==> config.mk <==
export PLATFORM = sky130hd
export DESIGN_NAME = cbq_ram
export DESIGN_NICKNAME = d
export VERILOG_FILES = /design/src/rtl/cascaded_biquad_lowpass_bank_core_macros.svh /design/src/rtl/cbq_ram.sv
export SDC_FILE = /design/constraint.sdc
export NUM_CORES = 1
export LEC_CHECK = 0
export BUFFER_PORTS_ARGS = -buffer_cell sky130_fd_sc_hd__buf_4
export CORE_MARGIN = 2
export CORE_UTILIZATION = 54
export DETAILED_ROUTE_END_ITERATION = 12
export GPL_TIMING_DRIVEN = 0
export PLACE_DENSITY = 0.74
export SETUP_SLACK_MARGIN = 0.15
export SYNTH_ARGS = -nofsm -noshare
export SYNTH_HDL_FRONTEND = slang
export SYNTH_SLANG_ARGS = --single-unit
==> constraint.sdc <==
create_clock -name clk -period 1.9 [get_ports clk]
set_clock_uncertainty 0.15 [all_clocks]
set_input_delay 0.19 -clock clk [delete_from_list [all_inputs] [get_ports clk]]
set_output_delay 0.19 -clock clk [all_outputs]
set_load 0.005 [all_outputs]
==> src/rtl/cascaded_biquad_lowpass_bank_core_macros.svh <==
// Assertion helpers for the filter bank core. They expect clk and rst in scope.
`ifndef CASCADED_BIQUAD_LOWPASS_BANK_CORE_MACROS_SVH
`define CASCADED_BIQUAD_LOWPASS_BANK_CORE_MACROS_SVH

`define CBQ_ASSERT(label, cond, msg) \
  label: assert property (@(posedge clk) disable iff (rst) (cond)) \
    else $error(msg);

`define CBQ_ASSERT_IMP(label, pre, post, msg) \
  label: assert property (@(posedge clk) disable iff (rst) (pre) |-> (post)) \
    else $error(msg);

`endif

==> src/rtl/cbq_ram.sv <==
module cbq_ram #(
  parameter int WIDTH = 8,
  parameter int DEPTH = 16,
  localparam int AW = (DEPTH > 1) ? $clog2(DEPTH) : 1
) (
  input  logic             clk,
  input  logic             we,
  input  logic [AW-1:0]    waddr,
  input  logic [WIDTH-1:0] wdata,
  input  logic             re,
  input  logic [AW-1:0]    raddr,
  output logic [WIDTH-1:0] rdata
);

  logic [WIDTH-1:0] mem [DEPTH];

  always_ff @(posedge clk) begin
    if (we) begin
      mem[waddr] <= wdata;
    end
    if (re) begin
      rdata <= mem[raddr];
    end
  end

endmodule

== Yosys cells after proc, flatten, opt, wreduce, memory -nomap -nowiden ==
Memory sizes are Yosys's and may differ from the RTL's. A register that Yosys moved wholly into a read port is not among the register bits.
Index checks and enable logic that the tools add are counted.

* Input port bits: 19
* Memories: 1
* Output and inout port bits: 8
* Word-level logic and storage cells: 3
* Register bits after elaboration: 0
* Memory bits (writable): 128

* Muxes and demuxes: 2

{| class="wikitable"
|+ Memories
! memory !! depth !! bits a word !! rd ports !! clocked after memory_dff !! write ports !! RTL line !! RTL
|-
| mem || 16 || 8 || 1 || 1 || 1 || cbq_ram.sv:15 || <nowiki>logic [WIDTH-1:0] mem [DEPTH];</nowiki>
|}

{| class="wikitable"
|+ Operators by type and width
! cell !! count
|-
| 1-bit two-way mux || 2
|}

== Longest topological paths before layout ==
Gate-level depths: netlist (run 1).

* Word-level depth: 2
* Depth in mapped cells: 5
* Depth with buffers taken out: 3

== Worst setup path after synthesis (run 1) ==
OpenSTA, ideal clock, no wires.

* Path type: input -> register
* From: input port waddr[2]
* To: memory mem[0][0], enable pin
* Stages: 2
* Arrival: 1.300 ns
* Path buffers: 0
* Required time: 1.367 ns
* Slack: 0.067 ns
* Setup time: 0.383 ns
* Cell sequence: or3b_2 nor3_1

{| class="wikitable"
|+ RTL lines
! item !! RTL line !! RTL
|-
| start, declared || cbq_ram.sv:8 || <nowiki>input logic [AW-1:0] waddr,</nowiki>
|-
| end, declared || cbq_ram.sv:15 ||
|}

No word-level cell before the write port.

==> reports/results.txt, run 1 <==
Status: finished clean
GR Overflow Total: 0
Most frequent cells in the layout: 136 x edfxtp_1, 26 x buf_4, 18 x mux4_2, 16 x a22oi_1, 16 x clkbuf_16
Final Hold Fails: 0
Post-cts resize count: 0
Initial antenna violation count: 0
Nets@finish: 303
DRC: 0
Core area: 0.00933 mm²
Root buf cell: clkbuf_8
Cell Pwr Density: 1140 mW/mm²
Starting density of the core: 56.0%
Clock sinks: 136
Cts hold-fix bufs: 11
GPL Wtd Cong: 0.749
Die ar.: 0.0105 mm²
Number of synthesis warnings: 0
WHS Endpoint: mem[8][4]$_DFFE_PP_
Setup TNS: 0 ps
Vias in the first global route: 2455
Commonest non-fill, non-tap cell in the layout: edfxtp_1
CTS buffer count: 17
WS Path Type: flop to flop
CP required: 2010 ps
Most area-hungry cell type in the Yosys netlist: edfxtp_1
Hold path cells: 2
Synth top area cells: edfxtp_1 78%, mux4_2 7.8%, mux4_1 7.0%
Max cap viols: 0
CP Launch Type: flop
Clk Latency, worst-skew pair: 510 ps
Slew HR: 15.2%
Final setup fails: 0
Cell area after synthesis: 0.00523 mm²
R2R cell count: 3
Final ANT Viol Nets: 0
Ports: 27
Worst R2R End: rdata[1]$_DFFE_PP_
Detail Placement HPWL: 6110 µm
Clock tree buffer depth: 2
CTS tree: yes
Pre-CTS setup slack: -225 ps
Max Slew Vio Count: 0
Crit path max fanout: 1
Antenna diodes: 0
Pin count of the biggest net entering global routing: 17
Sequential share of the synthesized area: 78.1%
Hold_sp: waddr[0]
First-pass DRT Iterations: 5
Wire per inst: 23.9 µm
Setup slack after layout: 160 ps
H-tree depth: 4
Min Tclk post-route: 1740 ps
Top-area cell type share of the netlist area: 78.1%
Layout cells sized above 1: 28.3%
Final worst-path cycle share: 91.6%
Die X: 102 µm
Asr flop ratio synth: 0%
EDFF count, synth: 136
Num rows: 35
Maximum VDD drop: 0.633 mV
Hold Path Class: primary input to flop
R2R Setup Slk: 160 ps
Worst slew pin tran: 1260 ps
RR Startpoint: mem[5][1]$_DFFE_PP_
Via density per instance: 5.94
Total number of vias: 2529
Distinct cells, synth: 18
Leak Pwr: 2.12 nW
Die Ht: 102 µm
Primary FF master, synth: edfxtp_1
Fmax: 575 MHz
Input/output buffers: 25
Yosys reg bits: 136
Post-CTS setup buffers: 0
Mean Syn Cell Area: 22.8 µm²
Worst Setup End Kind: flop
Area grow syn2layout: 20.8%
Total track usage: 21.6%
RSZ-0062 raised after global routing: no
Syn Inst Count: 229
Routed wire length: 10200 µm
Drt initial violations: 248
Fill cell count: 580
Crit path DAT: 1850 ps
First-pass GRT wire length: 15100 µm
Clock-pin slew on the worst setup and hold paths: 60 ps
Syn nets: 248
final cells by class:
| type | count | area (µm²) | area share (%) |
|---|---|---|---|
| flip-flops and latches | 136 | 4080 | 64.7 |
| multi-input cells | 83 | 1060 | 16.8 |
| clock buffers | 17 | 414 | 6.56 |
| repair buffers | 36 | 298 | 4.72 |
| clock inverters | 15 | 208 | 3.29 |
| well taps | 129 | 161 | 2.56 |
| plain buffers | 10 | 86.3 | 1.37 |
report_power, final:
part | leakage, nW | internal (mW) | switching (mW)
registers | 1.24 | 3.38 | 0.0169
clock network | 0.296 | 2.24 | 1.19
logic | 0.586 | 0.163 | 0.189
sequential cells by signal (all words and copies together) (netlist names):
| name | cells |
|---|---|
| rdata | 8 |
| mem | 128 |
per-stage QoR:
stage	util, %	instance area, µm²	hold slack [ps]	std cells	power [mW]
after floorplan	-	5230	139	229	3.63
after global placement	59.8	5580	327	383	3.78
after detailed placement	59.8	5580	338	383	3.79
final	67.7	6310	42.5	426	7.18
after CTS	67.7	6310	29.2	426	7.18
after global routing	67.7	6310	50.5	426	7.35
metal layers:
| layer | up-vias | GRT usage, % | wire length (µm) |
|---|---|---|---|
| met3 | 15 | 5.95 | 704 |
| met5 | - | 0 | 0 |
| met1 | 1304 | 30.6 | 4220 |
| met2 | 119 | 32.6 | 5060 |
| li1 | 1091 | - | - |
| met4 | 0 | 8.82 | 193 |
synthesized netlist by cell type (2+ instances only):
| master | instances |
|---|---|
| nand2b_1 | 2 |
| mux4_2 | 18 |
| clkdlybuf4s25_2 | 3 |
| nand2_1 | 9 |
| edfxtp_1 | 136 |
| buf_2 | 3 |
| mux4_1 | 14 |
| buf_6 | 3 |
| nor3_1 | 4 |
| a22oi_1 | 16 |
| nor2_1 | 13 |
| nand3b_1 | 2 |
worst max path at each step:
stage,from,end,slack (ps),depth (start not counted)
after floorplan,raddr[0],rdata[1]$_DFFE_PP_,280,5
after detailed placement,waddr[2],mem[8][2]$_DFFE_PP_,-230,3
after global routing,mem[5][0]$_DFFE_PP_,rdata[0]$_DFFE_PP_,170,3
after CTS,mem[0][0]$_DFFE_PP_,rdata[0]$_DFFE_PP_,180,3
after global placement,waddr[2],mem[8][3]$_DFFE_PP_,-200,3
final,mem[5][1]$_DFFE_PP_,rdata[1]$_DFFE_PP_,160,3
logic make-up (layout without fill, tap and decap cells):
| group | after synthesis | count (layout) | share of synthesized area, % |
|---|---|---|---|
| AND/OR/NAND/NOR | 35 | 35 | 3.14 |
| flip-flops | 136 | 136 | 78.1 |
| AO/OA/AOI/OAI | 16 | 16 | 2.30 |
| multiplexers | 32 | 32 | 14.8 |
| buffers and inverters | 10 | 78 | 1.65 |
worst max-delay path, cell delays in order (launching register included):
cell and delay, ps:
edfxtp_1 370, mux4_1 570, a22oi_1 310, nand2_1 80
(Power assumes the default switching activity.)
==> run 2, diff against run 1 <==
--- a/config.mk
+++ b/config.mk
@@ -6,6 +6,7 @@
 export NUM_CORES = 1
 export LEC_CHECK = 0
 export BUFFER_PORTS_ARGS = -buffer_cell sky130_fd_sc_hd__buf_4
+export CORE_ASPECT_RATIO = 0.75
 export CORE_MARGIN = 2
 export CORE_UTILIZATION = 54
 export DETAILED_ROUTE_END_ITERATION = 12
==> reports/results.txt, run 2 (same netlist as run 1, synthesis figures left out) <==
Status: finished clean
Die ar.: 0.0105 mm²
First-pass GRT wire length: 15400 µm
Worst Setup End Kind: flop
WS Path Type: flop to flop
Hold Path Class: primary input to flop
Most frequent cells in the layout: 136 x edfxtp_1, 26 x buf_4, 18 x mux4_2, 17 x clkbuf_16, 16 x a22oi_1
Core area: 0.00954 mm²
Setup TNS: 0 ps
Slew HR: 19.1%
Leak Pwr: 2.13 nW
Psw: 1.38 mW
Pin count of the biggest net entering global routing: 17
CP required: 1900 ps
Comb pwr share: 4.8%
Worst R2R End: rdata[3]$_DFFE_PP_
Total power: 7.36 mW
Number of flip-flops in the largest register: 128
Root buf cell: clkbuf_16
Ports: 27
Final Hold Fails: 0
Pre-CTS setup slack: -228 ps
Sequential share of power: 46.2%
Clock-pin slew on the worst setup and hold paths: 60 ps
Num rows: 31
CP Cell Sequence: mux4_1 > a22oi_1 > nand2_1
Area grow syn2layout: 21.2%
Final ANT Viol Nets: 0
Die X: 118 µm
CP max stage delay: 590 ps
Cell internal pwr: 5.98 mW
CP Launch Type: flop
Layout cells sized above 1: 29.5%
Routed wire length: 10400 µm
Die Ht: 89.2 µm
CTS tree: yes
Final hold slack: 76.5 ps
Crit path max fanout: 1
Placed Cells: 386
Clock sinks: 136
Final setup fails: 0
Commonest non-fill, non-tap cell in the layout: edfxtp_1
Worst path slowest cell: mux4_1
Max cap viols: 0
GR Overflow Total: 0
DRC: 0
Clock tree buffer depth: 2
RSZ-0062 raised after global routing: no
Clk Latency, worst-skew pair: 410 ps
Cell Pwr Density: 1160 mW/mm²
Total track usage: 21.9%
CP Depth: 3
Via density per instance: 5.71
Worst path top cell family by delay: multiplexers
Total number of vias: 2440
Fin cells: 427
Initial antenna violation count: 0
Detail Placement HPWL: 6370 µm
Maximum VDD drop: 0.937 mV
Min Tclk post-route: 1680 ps
Nets@finish: 301
Input/output buffers: 25
Largest regs: mem x128, rdata x8
Worst setup endpoint: rdata[3]$_DFFE_PP_
Crit path DAT: 1680 ps
Wire per inst: 24.3 µm
Vias in the first global route: 2450
Max Slew Vio Count: 0
CTS buffer count: 17
Final worst-path cycle share: 88.3%
Worst slew pin tran: 1200 ps
H-tree depth: 4
Starting density of the core: 54.8%
R2R Setup Slk: 220 ps
Number of buffers and inverters on the critical path: 0
Fmax: 596 MHz
Post-CTS setup buffers: 0
GPL Wtd Cong: 0.747
RR Startpoint: mem[6][3]$_DFFE_PP_
Setup slack after layout: 222 ps
Setup crit start: mem[6][3]$_DFFE_PP_
Antenna diodes: 0
Drt initial violations: 235
R2R cell count: 3
First-pass DRT Iterations: 5
Largest register by flop count: mem
Switching Share: 18.7%
Clock power share: 49.0%
-- run 2: cell types whose count changed in the layout (fill, tap and decap cells not counted), sizes merged --
cell,change
clkinv,-1
bufinv,+1
dlygate4sd3,-2
-- run 2: metal layers --
metal	track usage, %	wire length (µm)	vias to the layer above
li1	-	-	1085
met1	31.8	4420	1229
met2	30.5	4780	124
met3	8.55	1130	2
met4	8.00	27	0
met5	0	0	-
-- run 2: power groups by stage --
stage               sequential [mW]  combinational (mW)  clock (mW)
CTS                            3.40               0.357        3.66
global route                   3.40               0.383        3.80
finish                         3.40               0.354        3.61
detailed placement             3.46               0.338           0
floorplan                      3.46               0.171           0
global placement               3.45               0.331           0
-- run 2: worst reg2reg max path: cells and delay by family (launching register included) --
kind / cells / cell delay, ps
flip-flops: 1 / 360
AO/OA/AOI/OAI: 1 / 230
AND/OR/NAND/NOR: 1 / 90
multiplexers: 1 / 590
-- run 2: area by class of cell --
type                       instances  area [µm²]
sequential                       136        4080
fill                             625        3200
timing repair buffer              34         278
clock inverter                    15         231
clock buffer                      17         425
tap                              132         165
multi-input combinational         83        1070
buffer                            10        86.3
-- run 2: timing repair --
action,CTS,global route
endpoints found under the hold margin,136,0
setup endpoints to repair,0,8
hold buffers,9,0
resized for setup,0,1
-- run 2: per-stage QoR --
| stage | instance area (µm²) | utilization, % |
|---|---|---|
| after floorplan | 5230 | - |
| after global placement | 5590 | 58.5 |
| after detailed placement | 5590 | 58.5 |
| after CTS | 6330 | 66.4 |
| after global routing | 6340 | 66.4 |
| final | 6340 | 66.4 |
-- run 2: how the worst min path moves through the flow --
| stage | slack [ps] | start | cells past startpoint | end |
|---|---|---|---|---|
| after global routing | 80 | waddr[1] | 2 | mem[0][6]$_DFFE_PP_ |
| after global placement | 320 | re | 1 | rdata[1]$_DFFE_PP_ |
| after detailed placement | 330 | re | 1 | rdata[1]$_DFFE_PP_ |
| after floorplan | 140 | wdata[0] | 0 | mem[0][0]$_DFFE_PP_ |
| final | 80 | waddr[0] | 2 | mem[8][3]$_DFFE_PP_ |
| after CTS | 50 | waddr[0] | 2 | mem[0][6]$_DFFE_PP_ |
